<file path="config.mk">
export PLATFORM = sky130hd
export DESIGN_NAME = spiral_order_matrix_reader
export DESIGN_NICKNAME = d
export VERILOG_FILES = /design/src/rtl/core/somr_pkg.sv /design/src/rtl/core/spiral_order_matrix_reader.sv /design/src/rtl/core/somr_ram.sv /design/src/rtl/core/somr_walk.sv
export VERILOG_INCLUDE_DIRS = /design/src /design/src/rtl/core
export SDC_FILE = /design/constraint.sdc
export NUM_CORES = 2
export LEC_CHECK = 0
export BUFFER_PORTS_ARGS = -buffer_cell sky130_fd_sc_hd__buf_2
export CAP_MARGIN = 20
export CORE_MARGIN = 3
export CORE_UTILIZATION = 40
export CTS_CLUSTER_DIAMETER = 50
export DETAILED_ROUTE_END_ITERATION = 8
export GPL_ROUTABILITY_DRIVEN = 0
export SLEW_MARGIN = 20
export SYNTH_ARGS = -nofsm -noshare
export SYNTH_HDL_FRONTEND = slang
export SYNTH_SLANG_ARGS = --single-unit
</file>
<file path="constraint.sdc">
create_clock -name clk -period 4.53 [get_ports clk]
set_input_delay 0.6795 -clock clk [delete_from_list [all_inputs] [get_ports clk]]
set_output_delay 0.6795 -clock clk [all_outputs]
set_load 0.02 [all_outputs]
</file>
<file path="src/rtl/core/assert_macros.svh">
`ifndef ASSERT_MACROS_SVH
`define ASSERT_MACROS_SVH

// checks a condition at every clock edge outside reset
`define ASSERT_ALWAYS(name, expr, msg) \
    name: assert property (@(posedge clk) disable iff (!rst_n) (expr)) else $error(msg);

// same-cycle implication
`define ASSERT_IMPLIES(name, ante, cons, msg) \
    name: assert property (@(posedge clk) disable iff (!rst_n) (ante) |-> (cons)) else $error(msg);

// next-cycle implication
`define ASSERT_NEXT(name, ante, cons, msg) \
    name: assert property (@(posedge clk) disable iff (!rst_n) (ante) |=> (cons)) else $error(msg);

`endif

</file>
<file path="src/rtl/core/somr_pkg.sv">
package somr_pkg;

    localparam int DIM_W     = 4;
    localparam int CFG_IDX_W = 2;

    localparam int DEF_MAX_ROWS    = 8;
    localparam int DEF_MAX_COLS    = 8;
    localparam int DEF_VALUE_WIDTH = 32;

    localparam logic [CFG_IDX_W-1:0] CFG_ROW_COUNT = 2'd0;
    localparam logic [CFG_IDX_W-1:0] CFG_COL_COUNT = 2'd1;

    localparam logic [DIM_W-1:0] DIM_RESET = 4'd8;

    typedef struct packed {
        logic busy;
        logic last;
    } walk_stat_t;

    function automatic logic [DIM_W-1:0] clamp_dim(
        input logic [DIM_W-1:0] v,
        input logic [DIM_W-1:0] maxv
    );
        logic [DIM_W-1:0] res;
        priority if (v == '0)
        begin
            res = DIM_W'(1);
        end
        else if (v > maxv)
        begin
            res = maxv;
        end
        else
        begin
            res = v;
        end
        return res;
    endfunction

endpackage

</file>
<file path="src/rtl/core/spiral_order_matrix_reader.sv">
// channel   direction  signals
// input     in         in_valid, in_ready, element_in
// output    out        out_valid, out_ready, element_out, last_out
// config    in         cfg_valid, cfg_ready, cfg_index, cfg_data
//
// a load takes one cycle per element; in_ready drops while the spiral walk runs
// the walk issues one buffer read per cycle while out_ready stays high
// a read is issued only when the staging slot behind the buffer port is free
// reset restores both sizes to 8 and empties the walk; the buffer needs no clearing
`include "assert_macros.svh"

module spiral_order_matrix_reader #(
    parameter int MAX_ROWS    = somr_pkg::DEF_MAX_ROWS,
    parameter int MAX_COLS    = somr_pkg::DEF_MAX_COLS,
    parameter int VALUE_WIDTH = somr_pkg::DEF_VALUE_WIDTH
) (
    input  logic                                clk,
    input  logic                                rst_n,
    input  logic                                in_valid,
    output logic                                in_ready,
    input  logic signed [VALUE_WIDTH-1:0]       element_in,
    output logic                                out_valid,
    input  logic                                out_ready,
    output logic signed [VALUE_WIDTH-1:0]       element_out,
    output logic                                last_out,
    input  logic                                cfg_valid,
    output logic                                cfg_ready,
    input  logic [somr_pkg::CFG_IDX_W-1:0]      cfg_index,
    input  logic [somr_pkg::DIM_W-1:0]          cfg_data
);

    localparam int DEPTH = MAX_ROWS * MAX_COLS;
    localparam int AW    = (DEPTH > 1) ? $clog2(DEPTH) : 1;
    localparam logic [somr_pkg::DIM_W-1:0] MAX_R = somr_pkg::DIM_W'(MAX_ROWS);
    localparam logic [somr_pkg::DIM_W-1:0] MAX_C = somr_pkg::DIM_W'(MAX_COLS);

    logic [somr_pkg::DIM_W-1:0] row_reg;
    logic [somr_pkg::DIM_W-1:0] col_reg;
    logic [somr_pkg::DIM_W-1:0] rows;
    logic [somr_pkg::DIM_W-1:0] cols;

    somr_pkg::walk_stat_t       stat;
    logic                       load;
    logic                       issue;
    logic                       move;
    logic                       wr_en;
    logic [AW-1:0]              wr_addr;
    logic [AW-1:0]              rd_addr;
    logic [VALUE_WIDTH-1:0]     rd_data;

    logic                       pend_valid_reg, pend_valid_next;
    logic                       pend_last_reg, pend_last_next;
    logic                       out_valid_reg, out_valid_next;
    logic                       out_last_reg;
    logic [VALUE_WIDTH-1:0]     out_elem_reg;

    assign cfg_ready = 1'b1;
    assign rows      = somr_pkg::clamp_dim(row_reg, MAX_R);
    assign cols      = somr_pkg::clamp_dim(col_reg, MAX_C);

    assign in_ready  = !stat.busy;
    assign load      = in_valid && in_ready;
    assign move      = pend_valid_reg && (!out_valid_reg || out_ready);
    assign issue     = stat.busy && (!pend_valid_reg || move);

    always_ff @(posedge clk or negedge rst_n)
    begin
        if (!rst_n)
        begin
            row_reg <= somr_pkg::DIM_RESET;
            col_reg <= somr_pkg::DIM_RESET;
        end
        else if (cfg_valid && cfg_ready)
        begin
            unique case (cfg_index)
                somr_pkg::CFG_ROW_COUNT: row_reg <= cfg_data;
                somr_pkg::CFG_COL_COUNT: col_reg <= cfg_data;
                default:
                begin
                end
            endcase
        end
    end

    somr_walk #(
        .MAX_ROWS (MAX_ROWS),
        .MAX_COLS (MAX_COLS)
    ) u_walk (
        .clk     (clk),
        .rst_n   (rst_n),
        .rows    (rows),
        .cols    (cols),
        .load    (load),
        .advance (issue),
        .stat    (stat),
        .wr_en   (wr_en),
        .wr_addr (wr_addr),
        .rd_addr (rd_addr)
    );

    somr_ram #(
        .WIDTH (VALUE_WIDTH),
        .DEPTH (DEPTH)
    ) u_ram (
        .clk   (clk),
        .we    (wr_en),
        .waddr (wr_addr),
        .wdata (element_in),
        .re    (issue),
        .raddr (rd_addr),
        .rdata (rd_data)
    );

    // read data waits in the ram output register until the output slot frees
    always_comb
    begin
        pend_valid_next = pend_valid_reg;
        pend_last_next  = pend_last_reg;
        out_valid_next  = out_valid_reg;
        if (issue)
        begin
            pend_valid_next = 1'b1;
            pend_last_next  = stat.last;
        end
        else if (move)
        begin
            pend_valid_next = 1'b0;
        end
        if (move)
        begin
            out_valid_next = 1'b1;
        end
        else if (out_ready)
        begin
            out_valid_next = 1'b0;
        end
    end

    always_ff @(posedge clk or negedge rst_n)
    begin
        if (!rst_n)
        begin
            pend_valid_reg <= 1'b0;
            pend_last_reg  <= 1'b0;
            out_valid_reg  <= 1'b0;
        end
        else
        begin
            pend_valid_reg <= pend_valid_next;
            pend_last_reg  <= pend_last_next;
            out_valid_reg  <= out_valid_next;
        end
    end

    always_ff @(posedge clk)
    begin
        if (move)
        begin
            out_elem_reg <= rd_data;
            out_last_reg <= pend_last_reg;
        end
    end

    assign out_valid   = out_valid_reg;
    assign element_out = out_elem_reg;
    assign last_out    = out_last_reg;

    // pending read data moves into an empty output slot without waiting for out_ready
    `ASSERT_NEXT(a_fill_out, pend_valid_reg && !out_valid_reg, out_valid_reg, "output slot not filled")

endmodule

</file>
<file path="src/rtl/core/somr_ram.sv">
module somr_ram #(
    parameter int WIDTH = somr_pkg::DEF_VALUE_WIDTH,
    parameter int DEPTH = somr_pkg::DEF_MAX_ROWS * somr_pkg::DEF_MAX_COLS,
    localparam int AW   = (DEPTH > 1) ? $clog2(DEPTH) : 1
) (
    input  logic             clk,
    input  logic             we,
    input  logic [AW-1:0]    waddr,
    input  logic [WIDTH-1:0] wdata,
    input  logic             re,
    input  logic [AW-1:0]    raddr,
    output logic [WIDTH-1:0] rdata
);

    logic [WIDTH-1:0] mem [DEPTH];
    logic [WIDTH-1:0] rdata_reg;

    always_ff @(posedge clk)
    begin
        if (we)
        begin
            mem[waddr] <= wdata;
        end
        if (re)
        begin
            rdata_reg <= mem[raddr];
        end
    end

    assign rdata = rdata_reg;

endmodule

</file>
<file path="src/rtl/core/somr_walk.sv">
`include "assert_macros.svh"

module somr_walk #(
    parameter int MAX_ROWS = somr_pkg::DEF_MAX_ROWS,
    parameter int MAX_COLS = somr_pkg::DEF_MAX_COLS,
    localparam int DEPTH   = MAX_ROWS * MAX_COLS,
    localparam int AW      = (DEPTH > 1) ? $clog2(DEPTH) : 1
) (
    input  logic                         clk,
    input  logic                         rst_n,
    input  logic [somr_pkg::DIM_W-1:0]   rows,
    input  logic [somr_pkg::DIM_W-1:0]   cols,
    input  logic                         load,
    input  logic                         advance,
    output somr_pkg::walk_stat_t         stat,
    output logic                         wr_en,
    output logic [AW-1:0]                wr_addr,
    output logic [AW-1:0]                rd_addr
);

    localparam int CNT_W = $clog2(DEPTH + 1);
    localparam int RW    = (MAX_ROWS > 1) ? $clog2(MAX_ROWS) : 1;
    localparam int CW    = (MAX_COLS > 1) ? $clog2(MAX_COLS) : 1;
    localparam int PW    = RW + CW + somr_pkg::DIM_W + 1;

    typedef enum logic [1:0] {
        DIR_DOWN,
        DIR_RIGHT,
        DIR_UP,
        DIR_LEFT
    } dir_t;

    logic [AW-1:0]    load_cnt_reg, load_cnt_next;
    logic             busy_reg, busy_next;
    dir_t             dir_reg, dir_next;
    logic [RW-1:0]    r_reg, r_next;
    logic [CW-1:0]    c_reg, c_next;
    logic [RW-1:0]    top_reg, top_next;
    logic [RW-1:0]    bot_reg, bot_next;
    logic [CW-1:0]    lft_reg, lft_next;
    logic [CW-1:0]    rgt_reg, rgt_next;
    logic [CNT_W-1:0] emit_cnt_reg, emit_cnt_next;

    logic [CNT_W-1:0] total;
    logic [CNT_W-1:0] load_inc;
    logic [CNT_W-1:0] emit_inc;
    logic             last_item;
    logic [PW-1:0]    addr_full;

    assign total     = CNT_W'(rows) * CNT_W'(cols);
    assign load_inc  = CNT_W'(load_cnt_reg) + CNT_W'(1);
    assign emit_inc  = emit_cnt_reg + CNT_W'(1);
    assign last_item = (emit_inc == total);
    assign addr_full = PW'(r_reg) * PW'(cols) + PW'(c_reg);

    assign stat.busy = busy_reg;
    assign stat.last = last_item;
    assign wr_en     = load;
    assign wr_addr   = load_cnt_reg;
    assign rd_addr   = addr_full[AW-1:0];

    always_comb
    begin
        load_cnt_next = load_cnt_reg;
        busy_next     = busy_reg;
        dir_next      = dir_reg;
        r_next        = r_reg;
        c_next        = c_reg;
        top_next      = top_reg;
        bot_next      = bot_reg;
        lft_next      = lft_reg;
        rgt_next      = rgt_reg;
        emit_cnt_next = emit_cnt_reg;

        if (load)
        begin
            if (load_inc >= total)
            begin
                load_cnt_next = '0;
                busy_next     = 1'b1;
                dir_next      = DIR_DOWN;
                r_next        = '0;
                c_next        = '0;
                top_next      = '0;
                lft_next      = '0;
                bot_next      = RW'(rows - somr_pkg::DIM_W'(1));
                rgt_next      = CW'(cols - somr_pkg::DIM_W'(1));
                emit_cnt_next = '0;
            end
            else
            begin
                load_cnt_next = load_cnt_reg + AW'(1);
            end
        end
        else if (busy_reg && advance)
        begin
            emit_cnt_next = emit_inc;
            if (last_item)
            begin
                busy_next = 1'b0;
            end
            else
            begin
                unique case (dir_reg)
                    DIR_DOWN:
                    begin
                        if (r_reg < bot_reg)
                        begin
                            r_next = r_reg + RW'(1);
                        end
                        else
                        begin
                            lft_next = lft_reg + CW'(1);
                            c_next   = lft_reg + CW'(1);
                            dir_next = DIR_RIGHT;
                        end
                    end
                    DIR_RIGHT:
                    begin
                        if (c_reg < rgt_reg)
                        begin
                            c_next = c_reg + CW'(1);
                        end
                        else
                        begin
                            bot_next = bot_reg - RW'(1);
                            r_next   = bot_reg - RW'(1);
                            dir_next = DIR_UP;
                        end
                    end
                    DIR_UP:
                    begin
                        if (r_reg > top_reg)
                        begin
                            r_next = r_reg - RW'(1);
                        end
                        else
                        begin
                            rgt_next = rgt_reg - CW'(1);
                            c_next   = rgt_reg - CW'(1);
                            dir_next = DIR_LEFT;
                        end
                    end
                    DIR_LEFT:
                    begin
                        if (c_reg > lft_reg)
                        begin
                            c_next = c_reg - CW'(1);
                        end
                        else
                        begin
                            top_next = top_reg + RW'(1);
                            r_next   = top_reg + RW'(1);
                            dir_next = DIR_DOWN;
                        end
                    end
                    default:
                    begin
                        dir_next = DIR_DOWN;
                    end
                endcase
            end
        end
    end

    always_ff @(posedge clk or negedge rst_n)
    begin
        if (!rst_n)
        begin
            load_cnt_reg <= '0;
            busy_reg     <= 1'b0;
            dir_reg      <= DIR_DOWN;
            r_reg        <= '0;
            c_reg        <= '0;
            top_reg      <= '0;
            bot_reg      <= '0;
            lft_reg      <= '0;
            rgt_reg      <= '0;
            emit_cnt_reg <= '0;
        end
        else
        begin
            load_cnt_reg <= load_cnt_next;
            busy_reg     <= busy_next;
            dir_reg      <= dir_next;
            r_reg        <= r_next;
            c_reg        <= c_next;
            top_reg      <= top_next;
            bot_reg      <= bot_next;
            lft_reg      <= lft_next;
            rgt_reg      <= rgt_next;
            emit_cnt_reg <= emit_cnt_next;
        end
    end

    // walk position and count stay inside the matrix
    `ASSERT_IMPLIES(a_cnt_range, busy_reg, emit_cnt_reg < total, "emit count past total")
    `ASSERT_IMPLIES(a_addr_range, busy_reg, CNT_W'(rd_addr) < total, "read address outside matrix")
    `ASSERT_NEXT(a_last_ends, busy_reg && advance && last_item, !busy_reg, "walk not done after last")

endmodule
</file>
==> Yosys cells after proc, flatten, opt, wreduce, memory -nomap -nowiden <==
Memory sizes are Yosys's and may differ from the RTL's. A register that Yosys moved wholly into a read port is not among the register bits.
Cells that the tools add are included.
{ "word_totals": {"regBits": 78, "ram_bits": 2048, "wordCells": 154, "mem_count": 1} }
{ "op_classes": {"n_addsub": 14, "multipliers": 2, "n_lt_le_gt_ge": 7, "eq_ne": 19, "mux": 62, "n_reduce_logical": 32} }
{ "memory_table": {"columns": ["memory", "depth", "word_bits", "read_ports", "rd_ports_with_merged_regs", "wr", "line_no", "rtl"], "rows": [
  ["u_ram.mem", 64, 32, 1, 1, 1, "somr_ram.sv:15", "logic [WIDTH-1:0] mem [DEPTH];"]
]} }
{ "ops": {"columns": ["operator", "count"], "rows": [
  ["3-bit 2-to-1 mux", 33],
  ["3-bit case mux with 4 select lines", 2],
  ["7-bit 2-to-1 mux", 3],
  ["7-bit AND reduction", 3],
  ["5-bit AND reduction", 4],
  ["3-bit by 1-bit subtractor with 3-bit output (second input constant)", 6],
  ["2-bit 2-to-1 mux", 8],
  ["4-bit 2-to-1 mux", 4],
  ["2-bit nonzero test", 8],
  ["3-bit by 1-bit adder with 3-bit output (second input constant)", 4],
  ["3-bit by 2-bit inequality test with 1-bit output (second input constant)", 4],
  ["3-bit inequality test (second input constant)", 4],
  ["1-bit 2-to-1 mux", 10],
  ["2-bit inequality test (second input constant)", 5],
  ["4-bit > comparator (second input constant)", 2],
  ["4-bit zero test", 2],
  ["2-bit case mux with 4 select lines", 1],
  ["6-bit by 1-bit adder with 7-bit output (second input constant)", 1],
  ["7-bit by 1-bit adder with 7-bit output (second input constant)", 1],
  ["7-bit equality test", 1],
  ["7-bit >= comparator", 1],
  ["4-bit by 4-bit multiplier with 7-bit output", 1],
  ["6-bit by 1-bit adder with 6-bit output (second input constant)", 1],
  ["6-bit by 3-bit adder with 6-bit output", 1],
  ["other kinds (13)", 26]
]} }

==> Depth between registers and ports, before layout <==
{ "depth": {"word_depth": 8, "ltp_mapped": 20, "mapped_depth_nobuf": 18} }

==> Cells and area by module <==
Synthesis repeated with hierarchy kept, for this count alone.
{ "unflattened": {"cells_unflattened": 3779, "hier_area_um2": 83785.4} }
{ "by_module_without_submodules": {"columns": ["mod", "instances", "cells_each", "area_per_inst_um2", "seq_area_each_um2"], "rows": [
  ["somr_ram", 1, 3324, 78835.6, 62459.9],
  ["somr_walk", 1, 377, 3415.8, 850.8],
  ["spiral_order_matrix_reader", 1, 78, 1534.0, 1268.7]
]} }

==> Worst setup path before layout <==
No wires, ideal clock.
{ "synth_path": {"kind": "register -> register", "startpoint": "register row_reg[1] in the netlist's numbering", "endpoint": "register u_walk.r_reg[0]", "setup_time_ns": 0.125, "t_arrival_ns": 4.593, "t_required_ns": 4.405, "setup_slack_ns": -0.188, "path_stages_with_launch": 19, "path_buffers": 2, "period_less_slack_ns": 4.718, "cell_sequence": "dfrtp_1 o21ba_2 or2_2 clkbuf_1 nor2_1 fa_1 fa_1 fa_1 a21o_1 a21oi_1 xnor2_2 ha_1 o2111ai_1 o21ai_1 a21oi_1 clkbuf_1 nor4_1 nor3_1 o2bb2ai_1"} }
{ "synth_via": {"elab_chain_len": 7, "elab_cells_between_ends": 10, "classes_between": "mul: 1; order compare: 2; eq/ne: 3; mux: 2; reduce/logical: 2"} }
{ "synth_rtl": {"columns": ["item", "line_no", "rtl"], "rows": [
  ["from (decl)", "spiral_order_matrix_reader.sv:37", "logic [somr_pkg::DIM_W-1:0] row_reg;"],
  ["from (signal assigned)", "spiral_order_matrix_reader.sv:70", "row_reg <= somr_pkg::DIM_RESET;"],
  ["from (signal assigned)", "spiral_order_matrix_reader.sv:76", "somr_pkg::CFG_ROW_COUNT: row_reg <= cfg_data;"],
  ["4-bit > comparator", "somr_pkg.sv:29", "else if (v > maxv)"],
  ["4-bit 2-to-1 mux", "somr_pkg.sv:29", null],
  ["4-bit 2-to-1 mux (*)", "somr_pkg.sv:25", "priority if (v == '0)"],
  ["4-bit by 4-bit multiplier with 7-bit output (*)", "somr_walk.sv:50", "assign total = CNT_W'(rows) * CNT_W'(cols);"],
  ["7-bit >= comparator or 7-bit equality test (tied branches)", "somr_walk.sv:77, somr_walk.sv:53", null],
  ["2-bit by 1-bit inequality test with 1-bit output (no line) or 2-bit inequality test (tied branches)", null, null],
  ["7-bit AND reduction (no line) (*)", null, null],
  ["to (signal assigned)", "somr_walk.sv:186", "r_reg <= r_next;"],
  ["to (decl)", "somr_walk.sv:36", "logic [RW-1:0] r_reg, r_next;"]
]} }
Every way passes the cells marked *; elsewhere a longest branch is shown, timed or not.
A chain may end at the register's enable or synchronous reset.

==> Worst setup path after layout <==
{ "layout_path": {"startpoint": "register col_reg[0] in the netlist's numbering", "endpoint": "register u_ram.rdata_reg[17], in the netlist u_ram.rdata[17], read port of u_ram.mem (data pin)"} }
{ "layout_via": {"elab_chain_len": 5, "elab_cells_between_ends": 6, "classes_between": "add/sub: 1; mul: 1; order compare: 1; mux: 2; reduce/logical: 1"} }
{ "layout_rtl": {"columns": ["item", "line_no", "rtl"], "rows": [
  ["from (decl)", "spiral_order_matrix_reader.sv:38", "logic [somr_pkg::DIM_W-1:0] col_reg;"],
  ["from (signal assigned)", "spiral_order_matrix_reader.sv:71", "col_reg <= somr_pkg::DIM_RESET;"],
  ["from (signal assigned)", "spiral_order_matrix_reader.sv:77", "somr_pkg::CFG_COL_COUNT: col_reg <= cfg_data;"],
  ["4-bit > comparator", "somr_pkg.sv:29", null],
  ["4-bit 2-to-1 mux", "somr_pkg.sv:29", null],
  ["4-bit 2-to-1 mux (*)", "somr_pkg.sv:25", null],
  ["3-bit by 4-bit multiplier with 6-bit output (*)", "somr_walk.sv:54", "assign addr_full = PW'(r_reg) * PW'(cols) + PW'(c_reg);"],
  ["6-bit by 3-bit adder with 6-bit output (*)", "somr_walk.sv:54", null],
  ["to (decl)", "somr_ram.sv:16", "logic [WIDTH-1:0] rdata_reg;"]
]} }
Marked as above.

==> impl_summary.log <==
[metrics] flops & latches, synth: 2158
[metrics] number of antenna violations at the first check in global routing: 9
[metrics] switching power total: around 22 mW
[metrics] area share of the leading cell type in the synthesized netlist: approximately three quarters
[metrics] top cells by instance count after synthesis: sky130_fd_sc_hd__edfxtp_1 (2113), sky130_fd_sc_hd__mux4_2 (634), sky130_fd_sc_hd__nor2_1 (104)
[metrics] Rel. slew slack: slightly below 30%
[metrics] largest fanout on the critical path: 8
[metrics] failing checks: setup timing
[metrics] worst-case clock skew: about 0.047 ns
[metrics] Max rail drop VDD: between 0.0004 and 0.0005 V
[metrics] count of cells along the worst hold path: 2
[metrics] Post-Synthesis Mean Instance Area: 23.5 um2
[metrics] classification of the worst-slack hold path: input pin to flip-flop
[metrics] Max clock buf depth: 3
[metrics] Initial Utilization: 40.3%
[metrics] relative contribution of combinational cells to total power: about two fifths
[metrics] ratio of cells with drive above 1 in the final layout: a little under two fifths
[metrics] worst setup path class: flip-flop to flip-flop
[metrics] CTS tree: done
[metrics] reg-to-reg setup timing slack: -0.38 ns
[metrics] ranking of synthesized cells by area: sky130_fd_sc_hd__edfxtp_1 (76%), sky130_fd_sc_hd__mux4_2 (17%), sky130_fd_sc_hd__dfrtp_1 (1.3%)
[metrics] fraction of the cycle the final worst path needs: 108%
[metrics] R2R depth: 15
[metrics] drt first pass iters: 5
[metrics] number of warnings printed during yosys synthesis: 0
[metrics] number of failing hold endpoints at the final stage: 0
[metrics] Critical R2R Launch: col_reg[0]
[metrics] placement-stage cell area: 90600 um2
[metrics] Area Overhead vs Synth: 19.2%
[metrics] measured slew at the worst slew-check pin: between 1 and 1.5 ns
[metrics] fin worst setup slack: -0.381 ns
[metrics] area of the core: 207000 um2
[metrics] die outline height: 463 um
[metrics] net switching fraction of the power: a little under a third
[metrics] die width: 463 um
[metrics] EDFF count, synth: 2113
[metrics] required time worst endpoint: approximately 5 ns
[metrics] synthesized netlist net count: roughly 3700
[metrics] max capacitance violation total: 0
[metrics] outcome: complete, but fails checks
[metrics] vias in the first global route: 41400
[metrics] dominant cell by count in the synthesized netlist: sky130_fd_sc_hd__edfxtp_1
[metrics] Critical Path Sink Type: flip-flop
[metrics] flip-flop count of the largest register, all copies and words added: 2048
[metrics] clock network fraction of total power: roughly 26%
[metrics] Min Clock Period, post-route: slightly below 5 ns
[metrics] setup repair after global routing missed its margin: yes
[metrics] number of slew-limit violations in the final report: 0
[metrics] Via Count: 40900
[metrics] dominant register cell in the synthesized netlist: sky130_fd_sc_hd__edfxtp_1
[metrics] total length of routed wires: about 230 mm
[metrics] total gr overflow: 0
[metrics] I/O pins: 79
[metrics] hold slack: roughly 0.12 ns
[metrics] post-layout instance area: between 90000 and 100000 um2
[metrics] data arrival time at the worst-slack endpoint: ~5.5 ns
[metrics] cell taking the most area after synthesis: sky130_fd_sc_hd__edfxtp_1
[metrics] Final HPWL DP: approximately 130 mm
[metrics] proportion of register bits with asynchronous set or reset after synthesis: 2.09%
[metrics] floorplan row count: ~170
[metrics] cells after synthesis: 3558
[metrics] CTS sink count: 2158
[metrics] portion of the post-synthesis area used by sequential elements: ~77%
[metrics] Hold Path End: col_reg[0]
[metrics] CTS H-tree depth: 4
[metrics] number of nets in the layout: about 4200
[metrics] post-detailed-route DRC marker count: 0
[metrics] Clock Root Buffer: sky130_fd_sc_hd__clkbuf_16
[metrics] global-route wire length before repair: approximately 320 mm
[metrics] Unique masters post-synth: 67
[metrics] pin count of the biggest net entering global routing: 65
[metrics] Max Clock Freq: just over 200 MHz
[metrics] Power per Cell Area: around 700 nW/um2
[metrics] Die Area: roughly 210000 um2
[metrics] antenna-violating nets left: 0
[metrics] post-synth design cell area: 83700 um2
[metrics] average wire length per cell after detail routing: approximately 32 um
[metrics] first-iteration detailed-routing DRC count: between 4000 and 5000
[metrics] LEAKAGE: 31.8 nW
[metrics] destination of the worst register-to-register timing path: u_ram.rdata[17]
[metrics] Int Power: between 40 and 50 mW
[metrics] sequential group share of total power: around a third
[metrics] drt via density: 5.79
[metrics] startpoint kind of the worst setup timing path: flip-flop
[metrics] number of buffers inserted during clock tree synthesis: ~220
[metrics] clock edge transition at the registers on the reported setup and hold paths: 0.06 ns
[metrics] Final setup viols: 32
[metrics] total global routing track utilization: approximately a fifth
[metrics] port buffer count: between 70 and 80
[metrics] Min-Delay Startpoint: cfg_data[0]
[metrics] worst-skew pair later-pin latency: 0.85 ns
-- cells in the final DEF, fill, tap and decap left out, drive strengths merged, types with 26 or more instances in the layout --
| cell type | count |
|---|---|
| buf | 466 |
| o21ai | 26 |
| mux4 | 634 |
| nor2 | 104 |
| inv | 47 |
| dfrtp | 43 |
| clkinv | 98 |
| a22oi | 54 |
| clkbuf | 282 |
| edfxtp | 2113 |
| nand2 | 68 |
| ha | 50 |
-- area by class of cell --
type                    instances  area, um2
diodes                          9       22.5
clock buffers                 270       5690
clock inverters               137       1420
fillers                     16600     108000
inverters                      36        140
multi-input cells            1182      19200
flip-flops and latches       2158      64600
well taps                    2788       3490
repair buffers                479       5230
-- metal layers --
| metal | share of wire, % | up-vias | track usage, % |
|---|---|---|---|
| met1 | 41 | 22500 | 30.0 |
| met3 | 7.5 | 317 | 3.62 |
| met5 | 0 | - | 0 |
| li1 | - | 16300 | - |
| met2 | 49 | 1741 | 33.8 |
| met4 | 2.5 | 0 | 5.48 |
-- through the flow --
stage               std cells  setup slack (ns)  power [mW]  TNS (ns)  util (%)
floorplan                3558           0.00125        38.8         0         -
global placement         6564            -0.940        48.6    -17.83      43.7
detailed placement       6565            -0.902        48.8    -17.06      43.7
CTS                      7014            -0.413        68.8    -10.56      47.6
global route             7056            -0.473        72.2    -12.59      48.1
finish                   7059            -0.381        69.6     -8.80      48.1
-- power groups by stage --
| stage | registers (mW) | clock network, mW | logic (mW) |
|---|---|---|---|
| 6_report | 23.3 | 17.8 | 28.5 |
| 2_1_floorplan | 23.5 | 0 | 15.3 |
| 5_1_grt | 23.3 | 18.9 | 30.0 |
| 3_5_place_dp | 23.7 | 0 | 25.1 |
| 4_1_cts | 23.3 | 18.1 | 27.4 |
| 3_3_place_gp | 23.7 | 0 | 24.9 |
-- how the worst max path moves through the flow --
stage / slack [ns] / endpoint / start / cells after the start
floorplan: 0.001 / u_ram.rdata[0] / col_reg[3] / 16
detailed placement: -0.90 / u_ram.rdata[1] / col_reg[1] / 13
finish: -0.38 / u_ram.rdata[17] / col_reg[0] / 15
global placement: -0.94 / u_ram.rdata[31] / col_reg[1] / 14
global route: -0.47 / u_ram.rdata[3] / col_reg[0] / 14
CTS: -0.41 / u_ram.rdata[22] / col_reg[1] / 14
-- critical path, stage by stage (launching register included) --
cell and delay [ns]:
sky130_fd_sc_hd__dfrtp_1 0.38, sky130_fd_sc_hd__o21ba_4 0.24, sky130_fd_sc_hd__nor2_4 0.03, sky130_fd_sc_hd__and2_4 0.13, sky130_fd_sc_hd__fa_1 0.56, sky130_fd_sc_hd__inv_2 0.04
sky130_fd_sc_hd__fa_1 0.48, sky130_fd_sc_hd__fa_4 0.86, sky130_fd_sc_hd__buf_12 0.17, sky130_fd_sc_hd__buf_12 0.17, sky130_fd_sc_hd__buf_12 0.15, sky130_fd_sc_hd__buf_12 0.14
sky130_fd_sc_hd__mux4_2 0.32, sky130_fd_sc_hd__mux4_2 0.52, sky130_fd_sc_hd__a22oi_2 0.31, sky130_fd_sc_hd__nand2_1 0.10
-- logic make-up after synthesis --
logic type / after synthesis / share of synthesized area (%)
buffers and inverters: 218 / 1.21
other: 1 / 0.00448
AO/OA/AOI/OAI: 177 / 1.49
XOR/XNOR: 35 / 0.393
adder cells (fa/ha/maj): 60 / 0.987
AND/OR/NAND/NOR: 259 / 1.48
multiplexers: 650 / 17.3
flip-flops: 2158 / 77.2
-- what timing repair did --
action | in CTS | in global routing
pin swaps | 42 | 53
setup buffers | 31 | 28
gates cloned | 10 | 13
gates resized for setup | 119 | 78
endpoints found under the hold margin | 43 | 0
hold buffers | 1 | 0
setup endpoints to repair | 50 | 56
Note: power is estimated with default switching activity, not from simulation.
